**src/design/brs_pkg.sv**
```systemverilog
// shared types, codes and constants of the byte randomness statistics unit
package brs_pkg;

    localparam int POINT_BYTES_DEF = 6;
    localparam int COUNT_BITS_DEF  = 32;

    localparam int HIST_BINS  = 256;
    localparam int BIN_BITS   = 8;
    localparam int HIST_BITS  = 32;
    localparam int TOTAL_BITS = 32;
    localparam int VSUM_BITS  = 40;
    localparam int BSQ_BITS   = 64;
    localparam int TRY_BITS   = 30;
    localparam int CORR_BITS  = 48;

    localparam logic [TRY_BITS-1:0] TRY_MAX = '1;

    typedef enum logic [1:0] {
        REQ_ADD    = 2'd0,
        REQ_CLEAR  = 2'd1,
        REQ_REPORT = 2'd2
    } brs_req_t;

    typedef struct packed {
        logic [TRY_BITS-1:0] tries;
        logic [TRY_BITS-1:0] hits;
        logic                pend;
        logic                hit;
    } brs_mc_t;

    typedef struct packed {
        logic [TOTAL_BITS-1:0] byte_total;
        logic [VSUM_BITS-1:0]  value_sum;
        logic [BSQ_BITS-1:0]   bin_square_sum;
        logic [TRY_BITS-1:0]   circle_tries;
        logic [TRY_BITS-1:0]   circle_hits;
        logic [CORR_BITS-1:0]  pair_product_sum;
        logic [CORR_BITS-1:0]  square_sum;
        logic                  count_saturated;
    } brs_rpt_t;

endpackage

```
**src/design/brs_point.sv**
```systemverilog
// monte carlo point gathering, squaring pipeline and circle counters
module brs_point
    import brs_pkg::*;
#(
    parameter int POINT_BYTES = POINT_BYTES_DEF
)
(
    input  logic                clk,
    input  logic                rst_n,
    input  logic                add,
    input  logic                clear,
    input  logic [BIN_BITS-1:0] sample,
    output brs_mc_t             mc
);

    localparam int HALF = POINT_BYTES / 2;
    localparam int XW   = 8 * HALF;
    localparam int LAST = POINT_BYTES - 1;
    localparam int PW   = $clog2(POINT_BYTES);
    localparam logic [XW-1:0]   RMAX = '1;
    localparam logic [2*XW-1:0] R2   = (2*XW)'(RMAX) * (2*XW)'(RMAX);

    logic [7:0]    held_reg [LAST];
    logic [PW-1:0] pos_reg;
    logic [7:0]    pt [POINT_BYTES];
    logic [XW-1:0] x;
    logic [XW-1:0] y;
    logic          done;

    logic            p1_vld_reg;
    logic [XW-1:0]   x_reg;
    logic [XW-1:0]   y_reg;
    logic            p2_vld_reg;
    logic [2*XW-1:0] xx_reg;
    logic [2*XW-1:0] yy_reg;
    logic [2*XW:0]   rad_sum;
    logic            hit;

    logic [TRY_BITS-1:0] tries_reg;
    logic [TRY_BITS-1:0] hits_reg;
    logic [TRY_BITS-1:0] hits_now;

    for (genvar k = 0; k < POINT_BYTES; k++)
    begin : g_pt
        if (k == LAST)
        begin : g_live
            assign pt[k] = sample;
        end
        else
        begin : g_held
            assign pt[k] = held_reg[k];
        end
    end

    for (genvar k = 0; k < HALF; k++)
    begin : g_xy
        assign x[8*(HALF-1-k) +: 8] = pt[k];
        assign y[8*(HALF-1-k) +: 8] = pt[HALF+k];
    end

    assign done    = add && (pos_reg == PW'(LAST));
    assign rad_sum = {1'b0, xx_reg} + {1'b0, yy_reg};
    assign hit     = p2_vld_reg && (rad_sum <= {1'b0, R2});

    assign hits_now = (hit && (hits_reg != TRY_MAX)) ? hits_reg + TRY_BITS'(1) : hits_reg;

    assign mc.tries = tries_reg;
    assign mc.hits  = hits_now;
    assign mc.pend  = p1_vld_reg;
    assign mc.hit   = hit;

    always_ff @(posedge clk)
    begin
        for (int k = 0; k < LAST; k++)
        begin
            if (add && (pos_reg == PW'(k)))
            begin
                held_reg[k] <= sample;
            end
        end
        if (done)
        begin
            x_reg <= x;
            y_reg <= y;
        end
        xx_reg <= (2*XW)'(x_reg) * (2*XW)'(x_reg);
        yy_reg <= (2*XW)'(y_reg) * (2*XW)'(y_reg);
    end

    always_ff @(posedge clk or negedge rst_n)
    begin
        if (!rst_n)
        begin
            pos_reg    <= '0;
            p1_vld_reg <= 1'b0;
            p2_vld_reg <= 1'b0;
            tries_reg  <= '0;
            hits_reg   <= '0;
        end
        else if (clear)
        begin
            pos_reg    <= '0;
            p1_vld_reg <= 1'b0;
            p2_vld_reg <= 1'b0;
            tries_reg  <= '0;
            hits_reg   <= '0;
        end
        else
        begin
            p1_vld_reg <= done;
            p2_vld_reg <= p1_vld_reg;
            hits_reg   <= hits_now;
            if (add)
            begin
                pos_reg <= done ? '0 : pos_reg + PW'(1);
            end
            if (done && (tries_reg != TRY_MAX))
            begin
                tries_reg <= tries_reg + TRY_BITS'(1);
            end
        end
    end

endmodule

```
**config.mk**
```make
export PLATFORM = sky130hd
export DESIGN_NAME = brs_point
export DESIGN_NICKNAME = d
export VERILOG_FILES = /design/src/design/brs_pkg.sv /design/src/design/brs_point.sv
export SDC_FILE = /design/constraint.sdc
export NUM_CORES = 2
export LEC_CHECK = 0
export BUFFER_PORTS_ARGS = -buffer_cell sky130_fd_sc_hd__buf_4
export CELL_PAD_IN_SITES_DETAIL_PLACEMENT = 1
export CELL_PAD_IN_SITES_GLOBAL_PLACEMENT = 2
export CORE_MARGIN = 3
export CORE_UTILIZATION = 46
export DETAILED_ROUTE_END_ITERATION = 8
export PLACE_DENSITY_LB_ADDON = 0.08
export SYNTH_ARGS = -nofsm -noshare
export SYNTH_HDL_FRONTEND = slang
export SYNTH_SLANG_ARGS = --single-unit
```
**constraint.sdc**
```tcl
create_clock -name clk -period 15.6 [get_ports clk]
set_input_delay 0 -clock clk [delete_from_list [all_inputs] [get_ports clk]]
set_output_delay 0 -clock clk [all_outputs]
set_load 0.02 [all_outputs]
```
==> metrics.md <==
| Metric | Value |
|---|---|
| Status | complete, no violations |
| Slew Viols, Final | 0 |
| Lkg Pwr | 24.4 nW |
| Detailed Place HPWL | 103 mm |
| Initial Util | 0.467 |
| DR WL/cell | 20.8 um |
| Met1 global-route usage | 0.373 |
| F_max | 0.110 GHz |
| Sequential area share after synthesis | 0.140 |
| Post-route clock period utilization | 0.583 |
| Latest clock arrival within the worst-skew pair | 0.60 ns |
| Syn-to-layout area delta | 6.76% |
| Share of cells above drive strength 1 | 0.0528 |
| Fin nets | 5937 |
| Cell with the most instances after synthesis | inv_1 |
| Total power | 0.00260 W |
| Pwr/cell area | 55.6 mW/mm2 |
| Setup violators final | 0 |
| Share of the synthesized area in the top cell type | 0.387 |
| Initial antenna violation count | 6 |
| Post-Syn Area per Cell | 9.43 um2 |
| Critical Path RT | 16.07 ns |
| Worst slew pin tran | 1.20 ns |
| CP arrival | 9.56 ns |
| Top_reg_cell synth | dfxtp_1 |
| Final Hold Violating Endpoints | 0 |
| GR Util met3 | 0.0206 |
| Post-route DRC | 0 |
| Total wire length | 124 mm |
| Synth top cells by count | 1224 x inv_1, 847 x fa_1, 446 x nand2_1 |
| Clk_skew | 0.0305 ns |
| Hold Slack | 0.0164 ns |
| Port Buffer Count | 73 |
| Die H | 315 um |
| Vias per cell | 5.21 |
| Post-synth EDFFs | 88 |
| Total GRT Usage | 0.260 |
| Unrepaired setup endpoints after global routing | false |
| Crit start category | register |
| IO Count | 74 |
| Core area | 0.0939 mm2 |
| Die area | 0.0990 mm2 |
| Synth Register Bits | 247 |
| H-tree depth | 1 |
| Largest net degree at the start of global routing | 74 |
| M2 GR Usage | 0.441 |
| Global-route wire length before repair | 201 mm |
| Rel. slew slack | 0.199 |
| 1st-iter DRT viols | 1473 |
| Initial DRT Pass Iterations | 5 |
| CTS max path bufs | 3 |
| Worst R2R Setup Slack | 6.50 ns |
| Grt total ovfl | 0 |
| Max Cap Viol | 0 |
| Crit path time final | 9.10 ns |
| Peak VDD IR | 0.0000921 V |
| Clock root buffer | clkbuf_16 |
| Vias in the first global route | 35100 |
| Routability cong. | 0.881 |
| Worst hold-check path type | in2reg |
| Crit Path Max Fanout | 24 |
| Clk slew on worst S/H paths | 0.07 ns |
| Netlist Area Pre-Place | 0.0438 mm2 |
| Synth area leader | fa_1 |
| Row count | 112 |
| CTS Buf Count | 30 |
| Yosys warns | 0 |
| Largest cells by area after synthesis | fa_1 39%, ha_1 12%, inv_1 10%, edfxtp_1 6.0%, dfxtp_1 4.3% |
| Worst Path Class, Setup | reg2reg |
| Place WS | 6.51 ns |
| Syn nets | 5912 |
| Global routing's busiest layer | met2 |
| Vias | 31000 |
| Post-CTS resize count | 0 |
| Hold buffer count at cts | 10 |
| Yosys cell types | 100 |
| Setup TNS Final | 0 ns |
| Setup bufs post-CTS | 0 |
| Antenna Nets Post-Route | 0 |
| Kind of end point of the critical path | register |
| Width of the die | 315 um |
| Setup ws final | 6.50 ns |
| Cells after Synth | 4648 |
| Clock sink count | 247 |
| CTS tree | built |
| Ys async rst share | 0.263 |
==> area by class of cell <==
type,instances,area [um2]
Inverter,1224,4590
Tap cell,1254,1570
Sequential cell,247,6150
Antenna cell,2,5.00
Fill cell,10700,47100
Clock buffer,39,833
Timing Repair Buffer,128,986
Clock inverter,17,165
Multi-Input combinational cell,3042,32500
==> kinds of logic (layout without fill, tap and decap cells) <==
| kind of cell | Yosys count | count (layout) | synth area share |
|---|---|---|---|
| other | 0 | 2 | 0 |
| adders and majority gates | 1252 | 1252 | 0.503 |
| xor gates and xnor gates | 158 | 158 | 0.0316 |
| muxes | 20 | 20 | 0.00540 |
| buffers and inverters | 1359 | 1408 | 0.118 |
| DFF | 247 | 247 | 0.140 |
| AOI/OAI and AO/OA | 480 | 480 | 0.0723 |
| and+or+nand+nor | 1132 | 1132 | 0.129 |
==> stage by stage <==
step                instances  area [um2]  utilization
CTS                      5951       46800        0.498
floorplan                4648       43800            -
global route             5952       46800        0.498
global placement         5885       45700        0.486
detailed placement       5885       45700        0.486
finish                   5953       46800        0.498
==> path summary, 6_finish.rpt <==
kind	from	end	depth (start not counted)
worst max-delay path	y_reg[2]	yy_reg[46]	24
worst max register to register	y_reg[2]	yy_reg[46]	24
worst min register to register	held_reg[0][27]	y_reg[19]	0
worst min-delay path	clear	tries_reg[1]	2
min in group asynchronous	rst_n	tries_reg[19]	2
max in group asynchronous	rst_n	hits_reg[21]	2
==> metal layers <==
layer,share of wire,routed length (um)
met1,0.47,57900
met3,0.033,4110
met4,0.017,2070
met2,0.48,60000
met5,0,0
==> critical path, stage by stage, from the launching register on <==
cell	delay, ns
edfxtp_1	1.15
nand2_1	0.27
fa_1	0.60
inv_1	0.05
fa_1	0.52
inv_1	0.05
fa_1	0.56
fa_1	0.45
fa_1	0.48
fa_1	0.49
fa_1	0.49
inv_1	0.04
ha_1	0.34
a21o_1	0.20
a21o_1	0.19
a2111oi_0	0.42
a21oi_1	0.24
a211oi_1	0.57
o21ai_1	0.31
a211o_1	0.32
a21oi_1	0.33
o21bai_1	0.18
a311oi_1	0.41
o21ai_1	0.14
xor2_1	0.15
==> placed cells by master, fill, tap and decap left out, types with 10 or more instances in the layout <==
master         synthesis  layout
o21ai_0               76      76
buf_4                  8     118
inv_1               1224    1223
xor2_1                75      75
o21ai_1               24      24
a21oi_2               19      19
o21a_1                12      12
and3_1                33      33
nor2b_1               41      41
or3_1                 20      20
edfxtp_1              88      88
a21o_1                60      60
clkbuf_16              0      31
a211oi_1              18      18
o21bai_1              13      13
dfrtp_1               65      65
dfxtp_1               94      94
nand4_1               33      33
nand3_1               54      54
xnor2_1               83      83
a21oi_1              141     141
nor3_1                35      35
and2_1               253     253
a31oi_1               13      13
nor2_1               140     140
nand2_1              446     446
nand2b_1              16      16
fa_1                 847     847
ha_1                 405     405
dlygate4sd3_1          0      10
==> report_power, final <==
part / internal, W / switching [W]
clock: 0.000413 / 0.000310
sequential: 0.000724 / 0.0000356
combinational: 0.000386 / 0.000731
total: 0.00152 / 0.00108
No activity file was read; power rests on OpenSTA's default activity.
