<file path="config.mk">
export PLATFORM = sky130hd
export DESIGN_NAME = brs_outq
export DESIGN_NICKNAME = d
export VERILOG_FILES = /design/src/design/brs_pkg.sv /design/src/design/brs_outq.sv
export SDC_FILE = /design/constraint.sdc
export NUM_CORES = 1
export LEC_CHECK = 0
export CORE_MARGIN = 10
export CORE_UTILIZATION = 35
export CTS_BUF_LIST = sky130_fd_sc_hd__clkbuf_8
export DETAILED_ROUTE_END_ITERATION = 8
export DONT_BUFFER_PORTS = 1
export PLACE_DENSITY = 0.5
export SKIP_LAST_GASP = 1
export SYNTH_ARGS = -nofsm -noshare
export SYNTH_HDL_FRONTEND = slang
export SYNTH_SLANG_ARGS = --single-unit
</file>
<file path="constraint.sdc">
create_clock -name clk -period 25.3 [get_ports clk]
set_clock_uncertainty 0.1 [all_clocks]
set_input_delay 6.325 -clock clk [delete_from_list [all_inputs] [get_ports clk]]
set_output_delay 6.325 -clock clk [all_outputs]
set_load 0.01 [all_outputs]
</file>
<file path="src/design/brs_pkg.sv">
// shared types, codes and constants of the byte randomness statistics unit
package brs_pkg;

    localparam int POINT_BYTES_DEF = 6;
    localparam int COUNT_BITS_DEF  = 32;

    localparam int HIST_BINS  = 256;
    localparam int BIN_BITS   = 8;
    localparam int HIST_BITS  = 32;
    localparam int TOTAL_BITS = 32;
    localparam int VSUM_BITS  = 40;
    localparam int BSQ_BITS   = 64;
    localparam int TRY_BITS   = 30;
    localparam int CORR_BITS  = 48;

    localparam logic [TRY_BITS-1:0] TRY_MAX = '1;

    typedef enum logic [1:0] {
        REQ_ADD    = 2'd0,
        REQ_CLEAR  = 2'd1,
        REQ_REPORT = 2'd2
    } brs_req_t;

    typedef struct packed {
        logic [TRY_BITS-1:0] tries;
        logic [TRY_BITS-1:0] hits;
        logic                pend;
        logic                hit;
    } brs_mc_t;

    typedef struct packed {
        logic [TOTAL_BITS-1:0] byte_total;
        logic [VSUM_BITS-1:0]  value_sum;
        logic [BSQ_BITS-1:0]   bin_square_sum;
        logic [TRY_BITS-1:0]   circle_tries;
        logic [TRY_BITS-1:0]   circle_hits;
        logic [CORR_BITS-1:0]  pair_product_sum;
        logic [CORR_BITS-1:0]  square_sum;
        logic                  count_saturated;
    } brs_rpt_t;

endpackage

</file>
<file path="src/design/brs_outq.sv">
// report finishing stage and two-word output buffer
module brs_outq
    import brs_pkg::*;
(
    input  logic     clk,
    input  logic     rst_n,
    input  logic     push,
    input  brs_rpt_t rec,
    input  logic     pend,
    input  logic     late_hit,
    output logic     busy,
    output logic     out_valid,
    input  logic     out_stall,
    output brs_rpt_t head
);

    logic     r1_vld_reg;
    logic     r1_pend_reg;
    brs_rpt_t r1_rec_reg;
    brs_rpt_t fix;

    logic     main_vld_reg;
    logic     skid_vld_reg;
    brs_rpt_t main_reg;
    brs_rpt_t skid_reg;
    logic     take;
    logic     load;

    // add the hit of a point still in flight when the report was taken
    always_comb
    begin
        fix = r1_rec_reg;
        if (r1_pend_reg && late_hit && (r1_rec_reg.circle_hits != TRY_MAX))
        begin
            fix.circle_hits = r1_rec_reg.circle_hits + TRY_BITS'(1);
        end
    end

    assign take      = main_vld_reg && !out_stall;
    assign load      = !main_vld_reg || take;
    assign busy      = out_stall && (skid_vld_reg || (r1_vld_reg && main_vld_reg));
    assign out_valid = main_vld_reg;
    assign head      = main_reg;

    always_ff @(posedge clk)
    begin
        if (push)
        begin
            r1_rec_reg  <= rec;
            r1_pend_reg <= pend;
        end
        if (load)
        begin
            main_reg <= skid_vld_reg ? skid_reg : fix;
            if (skid_vld_reg)
            begin
                skid_reg <= fix;
            end
        end
        else if (r1_vld_reg)
        begin
            skid_reg <= fix;
        end
    end

    always_ff @(posedge clk or negedge rst_n)
    begin
        if (!rst_n)
        begin
            r1_vld_reg   <= 1'b0;
            main_vld_reg <= 1'b0;
            skid_vld_reg <= 1'b0;
        end
        else
        begin
            r1_vld_reg <= push;
            if (load)
            begin
                if (skid_vld_reg)
                begin
                    main_vld_reg <= 1'b1;
                    skid_vld_reg <= r1_vld_reg;
                end
                else
                begin
                    main_vld_reg <= r1_vld_reg;
                end
            end
            else if (r1_vld_reg)
            begin
                skid_vld_reg <= 1'b1;
            end
        end
    end

endmodule

</file>
==> results of run 1 <==
-- path summary, 6_finish.rpt --
| kind | startpoint | to | slack, ns | cells past startpoint |
|---|---|---|---|---|
| max in group asynchronous | rst_n | skid_vld_reg$_DFFE_PN0P_ | 19.91 | 0 |
| max | out_stall | busy | 12.32 | 1 |
| max reg2reg | out_valid$_DFFE_PN0N_ | skid_reg[80]$_DFFE_PP_ | 21.06 | 5 |
| min | fix[147]$_DFFE_PP_ | skid_reg[147]$_DFFE_PP_ | 0.33 | 0 |
| min reg2reg | fix[147]$_DFFE_PP_ | skid_reg[147]$_DFFE_PP_ | 0.33 | 0 |
| min in group asynchronous | rst_n | skid_vld_reg$_DFFE_PN0P_ | 5.12 | 0 |
-- layer usage --
layer	track usage, %	share of wire (%)
met5	0	0.29
met4	5.67	2.7
met3	6.93	9.4
met2	24.2	52
met1	14.4	36
-- worst reg2reg max path: cells and delay by family (launching register included) --
| kind | cells | cell delay [ns] |
|---|---|---|
| flip-flops | 1 | 0.47 |
| buffers and inverters | 2 | 1.84 |
| AND/OR/NAND/NOR | 3 | 1.36 |
-- through the flow --
stage,instance area [sq um],hold WS (ns)
6_report,35300,0.328
5_1_grt,35300,0.337
4_1_cts,35200,0.334
3_5_place_dp,32400,0.330
3_3_place_gp,32400,0.327
2_1_floorplan,31100,0.322
-- final cells by class --
class                      instances  area [sq um]  share of cell area (%)
sequential                       883         26500                    75.2
clock inverter                   119           736                    2.09
tap                             1165          1460                    4.13
antenna                           10          25.0                  0.0710
multi-input combinational        469          4370                    12.4
timing repair buffer              12          90.1                   0.255
inverter                           4          15.0                  0.0426
clock buffer                     150          2060                    5.85
-- cell families (layout without fill, tap and decap cells) --
logic type	after synthesis	count (layout)	synth area share (%)
compound gates	39	39	0.994
mux	277	277	10.0
buf+inv	49	285	0.713
other cells	0	10	0
fa+ha+maj	1	1	0.0403
xor+xnor	22	22	0.620
simple gates	130	130	2.33
flops	883	883	85.3
-- report_power, final --
group | switching (W) | internal [W]
clock | 0.000585 | 0.000614
sequential | 0.000126 | 0.00183
combinational | 0.000104 | 0.0000839
total | 0.000815 | 0.00253
-- placed cells by master (no fill, tap or decap), types with 4 or more instances in the layout --
| cell | count |
|---|---|
| diode_2 | 10 |
| clkinvlp_4 | 6 |
| clkinv_1 | 31 |
| nand3_1 | 12 |
| edfxtp_1 | 880 |
| clkinv_2 | 16 |
| xnor2_1 | 8 |
| a31oi_1 | 9 |
| or4_1 | 11 |
| o31ai_1 | 4 |
| inv_1 | 51 |
| and3_1 | 6 |
| clkinv_8 | 4 |
| clkbuf_8 | 150 |
| xor2_1 | 14 |
| bufinv_16 | 5 |
| nand4_1 | 14 |
| inv_6 | 5 |
| mux2_2 | 277 |
| o211ai_1 | 7 |
| buf_4 | 12 |
| nand2_1 | 37 |
| nor2_1 | 19 |
| nor4_1 | 6 |
==> flow_metrics.env, run 1 <==
export IMPL_crit_type="in2out"
export IMPL_ys_seq_elements=883
export IMPL_cp_slowest_cell="nor2b_1"
export IMPL_path_buf_inv=0
export IMPL_ys_top_cells_by_count="880 x edfxtp_1, 277 x mux2_2, 39 x nand2_1"
export IMPL_ys_types=49
export IMPL_htree_num_levels=4
export IMPL_grt_overflow=0
export IMPL_wl_per_cell_microns=26.0
export IMPL_end_kind="output pin"
export IMPL_grt_first_pass_wirelength_mm=104
export IMPL_fin_cells=2812
export IMPL_synthTopCellsByArea="edfxtp_1 85%, mux2_2 10%, nand2_1 0.47%"
export IMPL_status="finished, final reports clean"
export IMPL_hold_class="reg2reg"
export IMPL_required_ns=18.88
export IMPL_crit_arrival_ns=6.55
export IMPL_rsz0062_at_grt="false"
export IMPL_place_inst=2533
export IMPL_ios=594
export IMPL_setup_viol=0
export IMPL_syn_area_per_cell_sq_um=22.2
export IMPL_cts_root_buf="clkbuf_8"
export IMPL_syn_nets=1701
export IMPL_synth_edff_count=880
export IMPL_critPathMaxStageDelay_ns=0.23
export IMPL_drv_slew=0
export IMPL_clk_latency_ns=0.81
export IMPL_hold_viol_final=0
export IMPL_totalWireLength_mm=73.0
export IMPL_leakage_nw=11.8
export IMPL_grtUsageTotal_pct=14.0
export IMPL_netlist_instances=1401
export IMPL_cts_setup_buffers=0
export IMPL_power_w=0.00334
export IMPL_drv_cap=0
export IMPL_dp_hpwl_mm=46.4
export IMPL_postCtsHoldBufs=0
export IMPL_cp_cell_sequence="nor2b_1"
export IMPL_cts_buffer_depth=3
export IMPL_gp_congestion=0.769
export IMPL_cts_tree="built"
export IMPL_crit_family="simple AND/OR/NAND/NOR gates"
export IMPL_ant_nets=0
export IMPL_maxSlewHeadroom_pct=27.5
export IMPL_coreArea_sq_um=88200
export IMPL_drive_gt1_share_pct=30.2
export IMPL_synthFlopType="edfxtp_1"
export IMPL_tightest_slew_ns=1.09
export IMPL_grt_max_degree=296
export IMPL_peakVddDrop_uv=52.6
export IMPL_postCtsResizedCells=0
export IMPL_p_per_area_nw_per_um2=94.8
export IMPL_async_flop_share_pct=0.340
export IMPL_io_buffers=0
export IMPL_cp_max_fo=4
export IMPL_critPathLaunchType="input pin"
export IMPL_die_area_sq_um=101000
export IMPL_fin_crit_ns=12.98
export IMPL_fin_ws_ns=12.32
export IMPL_start_util_pct=35.2
export IMPL_antenna_found_initial=29
export IMPL_syn_cell_area_sq_um=31100
export IMPL_viasPerCell=4.81
export IMPL_yosysSeqAreaShare_pct=85.3
export IMPL_cts_buffers=150
export IMPL_netlist_area_leader_share_pct=85.0
export IMPL_utilization_pct=40.0
export IMPL_dieHeight_microns=318
export IMPL_grt_pass1_vias=14200
export IMPL_clk_pin_slew_ns=0.06
export IMPL_synth_most_common_cell="edfxtp_1"
export IMPL_drt_iter0_drc=994
export IMPL_cts_sinks=883
export IMPL_fin_nets=1820
export IMPL_dr_pass1_iters=5
export IMPL_die_x_microns=318
export IMPL_finalSetupTns_ns=0
export IMPL_syn_to_final_growth_pct=13.5
export IMPL_yosys_warnings=0
export IMPL_rows=109
export IMPL_place_ws_ns=12.30
export IMPL_vias=13500
export IMPL_fmax_mhz=77.0
export IMPL_route_detailed_drc=0
export IMPL_period_share_pct=51.3
export IMPL_final_fill_count=7815
export IMPL_synth_area_leader_cell="edfxtp_1"
(Power assumes the default switching activity.)
==> run 2: changes to the inputs <==
--- a/config.mk
+++ b/config.mk
@@ -5,12 +5,13 @@
 export SDC_FILE = /design/constraint.sdc
 export NUM_CORES = 1
 export LEC_CHECK = 0
+export ABC_AREA = 1
 export CORE_MARGIN = 10
 export CORE_UTILIZATION = 35
 export CTS_BUF_LIST = sky130_fd_sc_hd__clkbuf_8
 export DETAILED_ROUTE_END_ITERATION = 8
 export DONT_BUFFER_PORTS = 1
-export PLACE_DENSITY = 0.5
+export PLACE_DENSITY = 0.52
 export SKIP_LAST_GASP = 1
 export SYNTH_ARGS = -nofsm -noshare
 export SYNTH_HDL_FRONTEND = slang
==> constraint.sdc (replaced) <==
create_clock -name clk -period 10.8 [get_ports clk]
set_clock_uncertainty 0.1 [all_clocks]
set_input_delay 2.7 -clock clk [delete_from_list [all_inputs] [get_ports clk]]
set_output_delay 2.7 -clock clk [all_outputs]
set_load 0.01 [all_outputs]
==> run 2 against run 1 <==
  * Global-route usage is 0.47 points higher
  * Setup slack worse by 8.2 ns
  * Total power is 130% higher
  * Wire length is 4.2% higher
  * Utilization is 0.14 points higher
  * Critical path type unchanged
  * Critical endpoint unchanged
  * Highest routed layer unchanged
==> flow_metrics.env, run 2 <==
export IMPL_rsz0062_at_grt="false"
export IMPL_setup_viol=0
export IMPL_reg2reg_to="skid_reg[207]$_DFFE_PP_"
export IMPL_required_ns=8.00
export IMPL_fin_nets=2511
export IMPL_cts_sinks=883
export IMPL_viasPerCell=4.58
export IMPL_htree_num_levels=4
export IMPL_multi_input_area_sq_um=4490
export IMPL_critPathLaunchType="input pin"
export IMPL_cts_tree="built"
export IMPL_dieHeight_microns=319
export IMPL_gp_congestion=0.820
export IMPL_cp_max_fo=96
export IMPL_netlist_instances=2116
export IMPL_grt_pass1_vias=16300
export IMPL_fin_crit_ns=6.63
export IMPL_start_util_pct=35.4
export IMPL_ff2ff_setup_slack_ns=6.67
export IMPL_postCtsResizedCells=0
export IMPL_leakage_nw=13.6
export IMPL_async_flop_share_pct=0.340
export IMPL_totalWireLength_mm=76.1
export IMPL_crit_type="in2out"
export IMPL_dr_pass1_iters=5
export IMPL_wl_per_cell_microns=21.7
export IMPL_hold_viol_final=0
export IMPL_p_per_area_nw_per_um2=220
export IMPL_ant_nets=0
export IMPL_grt_first_pass_wirelength_mm=110
export IMPL_yosys_warnings=0
export IMPL_fin_cells=3510
export IMPL_drv_cap=0
export IMPL_route_detailed_drc=0
export IMPL_maxSlewHeadroom_pct=23.6
export IMPL_grt_overflow=0
export IMPL_postPlaceCellArea_sq_um=32700
export IMPL_mostFrequentLayoutCells="984 x nand2_1, 880 x edfxtp_1, 154 x clkbuf_8"
export IMPL_peakVddDrop_uv=130
export IMPL_final_common_cell="nand2_1"
export IMPL_status="finished, final reports clean"
export IMPL_grtUsageTotal_pct=14.5
export IMPL_clk_pin_slew_ns=0.06
export IMPL_cts_buffers=151
export IMPL_netlist_area_leader_share_pct=84.2
export IMPL_final_fill_count=8150
export IMPL_seqCellArea_sq_um=26500
export IMPL_syn_nets=2416
export IMPL_syn_area_per_cell_sq_um=14.8
export IMPL_syn_to_final_growth_pct=13.3
export IMPL_ys_top_cells_by_count="985 x nand2_1, 880 x edfxtp_1, 60 x clkbuf_1"
export IMPL_r2r_start="out_valid$_DFFE_PN0N_"
export IMPL_tightest_slew_ns=1.15
export IMPL_cts_buffer_depth=3
export IMPL_synth_most_common_cell="nand2_1"
export IMPL_antenna_found_initial=36
export IMPL_io_buffers=0
export IMPL_ios=594
export IMPL_dp_hpwl_mm=47.7
export IMPL_die_area_sq_um=102000
export IMPL_cts_setup_buffers=0
export IMPL_postCtsHoldBufs=0
export IMPL_place_inst=3223
export IMPL_syn_cell_area_sq_um=31400
export IMPL_fin_ws_ns=4.17
export IMPL_rr_worst_depth=5
export IMPL_synthFlopType="edfxtp_1"
export IMPL_vias=16100
export IMPL_ys_types=26
export IMPL_drive_gt1_share_pct=9.37
export IMPL_synth_area_leader_cell="edfxtp_1"
export IMPL_hp_start="fix[183]$_DFFE_PP_"
export IMPL_drv_slew=0
export IMPL_synthTopCellsByArea="edfxtp_1 84%, nand2_1 12%, clkbuf_1 0.72%"
export IMPL_drt_iter0_drc=1329
export IMPL_grt_max_degree=296
export IMPL_utilization_pct=40.1
export IMPL_finalSetupTns_ns=0
export IMPL_worstHoldEndpoint="skid_reg[183]$_DFFE_PP_"
export IMPL_die_x_microns=319
export IMPL_place_ws_ns=4.10
export IMPL_cts_root_buf="clkbuf_8"
export IMPL_period_share_pct=61.4
export IMPL_hold_class="reg2reg"
export IMPL_crit_arrival_ns=3.83
export IMPL_rows=109
export IMPL_fmax_mhz=151
export IMPL_stdcell_area_sq_um=35600
export IMPL_yosysSeqAreaShare_pct=84.4
export IMPL_end_kind="output pin"
export IMPL_synth_edff_count=880
export IMPL_ys_seq_elements=883
export IMPL_hold_depth=0
export IMPL_coreArea_sq_um=88600
export IMPL_clk_latency_ns=0.80
-- run 2: cell families after synthesis --
kind of cell / count (synthesis) / synth area share (%)
AND/OR/NAND/NOR: 1108 / 13.8
flip-flops: 883 / 84.4
buffers and inverters: 110 / 1.36
XOR/XNOR: 10 / 0.279
AO/OA/AOI/OAI: 4 / 0.0638
adder cells (fa/ha/maj): 1 / 0.0399
-- run 2: worst max-delay path, cell delays in order --
cell	delay [ns]
nand2_8	0.56
inv_1	0.23
nand2_1	0.20
nand2_1	0.13
-- run 2: metal layers --
layer	global-route usage, %	share of wire [%]	up-vias
li1	-	-	7539
met1	15.6	37	7697
met2	23.4	49	627
met3	7.55	11	197
met4	7.09	3.7	30
met5	0	0.28	-
-- run 2: worst max-delay path by stage --
stage                   start                     to  slack, ns  cells past startpoint
finish              out_stall                   busy       4.17                      4
global route        out_stall                   busy       3.99                      4
CTS                 out_stall                   busy       4.10                      4
detailed placement  out_stall                   busy       4.10                      4
global placement    out_stall                   busy       4.06                      4
floorplan           out_stall  skid_reg[0]$_DFFE_PP_       0.31                      3
-- run 2: per-stage QoR --
stage                     hold slack [ns]  power (W)
after CTS                           0.333    0.00798
after global routing                0.352    0.00822
after global placement              0.329    0.00511
after detailed placement            0.332    0.00513
final                               0.336    0.00783
after floorplan                     0.327    0.00488
-- run 2: final cells by class --
cell class	count	share of cell area [%]
repair buffers	11	0.303
clock buffers	154	5.96
multi-input cells	1123	12.6
diodes	19	0.134
inverters	41	0.454
flip-flops and latches	883	74.5
clock inverters	114	1.89
well taps	1165	4.10
-- run 2: where the power goes --
part | total (W) | switching (W) | internal (W)
Combinational | 0.000434 | 0.000327 | 0.000107
Clock | 0.00280 | 0.00135 | 0.00145
Sequential | 0.00460 | 0.000315 | 0.00429
==> run 3: changes to the inputs <==
==> constraint.sdc (replaced) <==
create_clock -name clk -period 5.4 [get_ports clk]
set_clock_uncertainty 0.1 [all_clocks]
set_input_delay 1.35 -clock clk [delete_from_list [all_inputs] [get_ports clk]]
set_output_delay 1.35 -clock clk [all_outputs]
set_load 0.01 [all_outputs]
==> run 3 against run 2 <==
  * Critical path depth did not move
  * Hold slack worse by 0.19 ns
  * Register-to-register slack lost 4.1 ns
  * Via count is 0.14% higher
  * Global-route usage rose by 0.24 points
  * Wire length increased by 1.4%
  * Cell count down 0.20%
  * Non-clock buffer count up 4
  * Final area fell by 0.16%
  * Sequential power is 100% higher
  * Critical path type unchanged
  * Largest cell class unchanged
  * Largest power group unchanged
==> flow_metrics.env, run 3 (synthesis results as in run 2) <==
export IMPL_grt_max_degree=296
export IMPL_die_x_microns=319
export IMPL_dieHeight_microns=319
export IMPL_power_frac_clock_pct=34.9
export IMPL_internal_power_w=0.0115
export IMPL_grt_first_pass_wirelength_mm=112
export IMPL_cts_tree="built"
export IMPL_cts_buffers=148
export IMPL_setup_viol=0
export IMPL_tightest_slew_ns=1.23
export IMPL_hold_class="in2async"
export IMPL_critPathMaxStageDelay_ns=0.34
export IMPL_fin_crit_ns=3.67
export IMPL_dr_pass1_iters=5
export IMPL_antenna_found_initial=31
export IMPL_final_common_cell="nand2_1"
export IMPL_grtUsageTotal_pct=14.8
export IMPL_clk_latency_ns=0.79
export IMPL_mostFrequentLayoutCells="984 x nand2_1, 880 x edfxtp_1, 151 x clkbuf_8"
export IMPL_required_ns=3.95
export IMPL_p_switching_w=0.00395
export IMPL_end_kind="output pin"
export IMPL_drive_gt1_share_pct=9.05
export IMPL_status="finished, final reports clean"
export IMPL_p_per_area_nw_per_um2=437
export IMPL_cts_sinks=883
export IMPL_wl_per_cell_microns=22.0
export IMPL_period_share_pct=68.0
export IMPL_fin_nets=2512
export IMPL_start_util_pct=35.4
export IMPL_grt_overflow=0
export IMPL_path_common_cell="nand2_1"
export IMPL_stdcell_area_sq_um=35500
export IMPL_ant_nets=0
export IMPL_fin_ws_ns=1.73
export IMPL_power_frac_comb_pct=5.8
export IMPL_cp_max_fo=55
export IMPL_crit_family="simple AND/OR/NAND/NOR gates"
export IMPL_crit_arrival_ns=2.22
export IMPL_critPathLaunchType="input pin"
export IMPL_maxSlewHeadroom_pct=18.0
export IMPL_drt_iter0_drc=1414
export IMPL_cp_startpoint="out_stall"
export IMPL_cts_root_buf="clkbuf_8"
export IMPL_utilization_pct=40.0
export IMPL_gp_congestion=0.815
export IMPL_cts_buffer_depth=3
export IMPL_rows=109
export IMPL_seqCellArea_sq_um=26500
export IMPL_seqPwrFrac_pct=59.3
export IMPL_rsz0062_at_grt="false"
export IMPL_clk_pin_slew_ns=0.06
export IMPL_hold_viol_final=0
export IMPL_multi_input_area_sq_um=4490
export IMPL_coreArea_sq_um=88600
export IMPL_ios=594
export IMPL_vias=16100
export IMPL_r2r_start="skid_vld_reg$_DFFE_PN0P_"
export IMPL_htree_num_levels=4
export IMPL_postPlaceCellArea_sq_um=32800
export IMPL_peakVddDrop_uv=234
export IMPL_syn_to_final_growth_pct=13.1
export IMPL_die_area_sq_um=102000
export IMPL_grt_pass1_vias=16300
export IMPL_route_detailed_drc=0
export IMPL_p_sw_share_pct=25.5
export IMPL_cts_setup_buffers=0
export IMPL_drv_slew=0
export IMPL_cp_slowest_cell="nand2_8"
export IMPL_final_fill_count=8195
export IMPL_totalWireLength_mm=77.2
export IMPL_cp_cell_sequence="nand2_8 > inv_1 > nand2_1 > nand2_1"
export IMPL_crit_type="in2out"
export IMPL_place_ws_ns=1.70
export IMPL_postCtsResizedCells=0
export IMPL_path_buf_inv=1
export IMPL_leakage_nw=13.6
export IMPL_postCtsHoldBufs=0
export IMPL_viasPerCell=4.60
export IMPL_io_buffers=0
export IMPL_fmax_mhz=272
export IMPL_dp_hpwl_mm=49.4
export IMPL_drv_cap=0
[run 3: path summary, 6_finish.rpt]
check                                      endpoint  slack [ns]  depth (start not counted)
setup / recovery                               busy        1.73                          4
hold / removal                out_valid$_DFFE_PN0N_        0.15                          0
setup reg to reg             skid_reg[54]$_DFFE_PP_        2.55                          3
hold reg to reg             skid_reg[210]$_DFFE_PP_        0.33                          0
max in group asynchronous  skid_vld_reg$_DFFE_PN0P_        4.98                          0
min in group clk            skid_reg[210]$_DFFE_PP_        0.33                          0
[run 3: power by group through the flow]
| stage | clock (W) | combinational (W) | sequential (W) |
|---|---|---|---|
| 3_3_place_gp | 0 | 0.000904 | 0.00933 |
| 4_1_cts | 0.00564 | 0.000931 | 0.00921 |
| 6_report | 0.00541 | 0.000900 | 0.00918 |
| 3_5_place_dp | 0 | 0.000927 | 0.00934 |
| 2_1_floorplan | 0 | 0.000653 | 0.00911 |
| 5_1_grt | 0.00595 | 0.00106 | 0.00926 |
[run 3: per-layer routing]
layer	part of all wire, %	global-route usage, %	wire (microns)
met5	0.27	0	209
met4	2.9	6.48	2230
met3	9.8	7.09	7560
met2	49	24.0	37800
met1	38	16.4	29400
[run 3: cell type report]
cell class / count / area share, %
timing repair buffer: 15 / 0.493
sequential: 883 / 74.7
multi-input combinational: 1123 / 12.6
antenna: 17 / 0.120
inverter: 41 / 0.455
tap: 1165 / 4.11
clock buffer: 151 / 5.85
clock inverter: 108 / 1.67
[run 3: stage by stage]
stage               TNS (ns)  hold WS (ns)  cells  power (W)
floorplan            -807.03         0.327   2116    0.00976
global placement           0         0.328   3227     0.0102
detailed placement         0         0.332   3227     0.0103
CTS                        0        0.0278   3486     0.0158
global route               0        0.0457   3496     0.0163
finish                     0         0.148   3503     0.0155
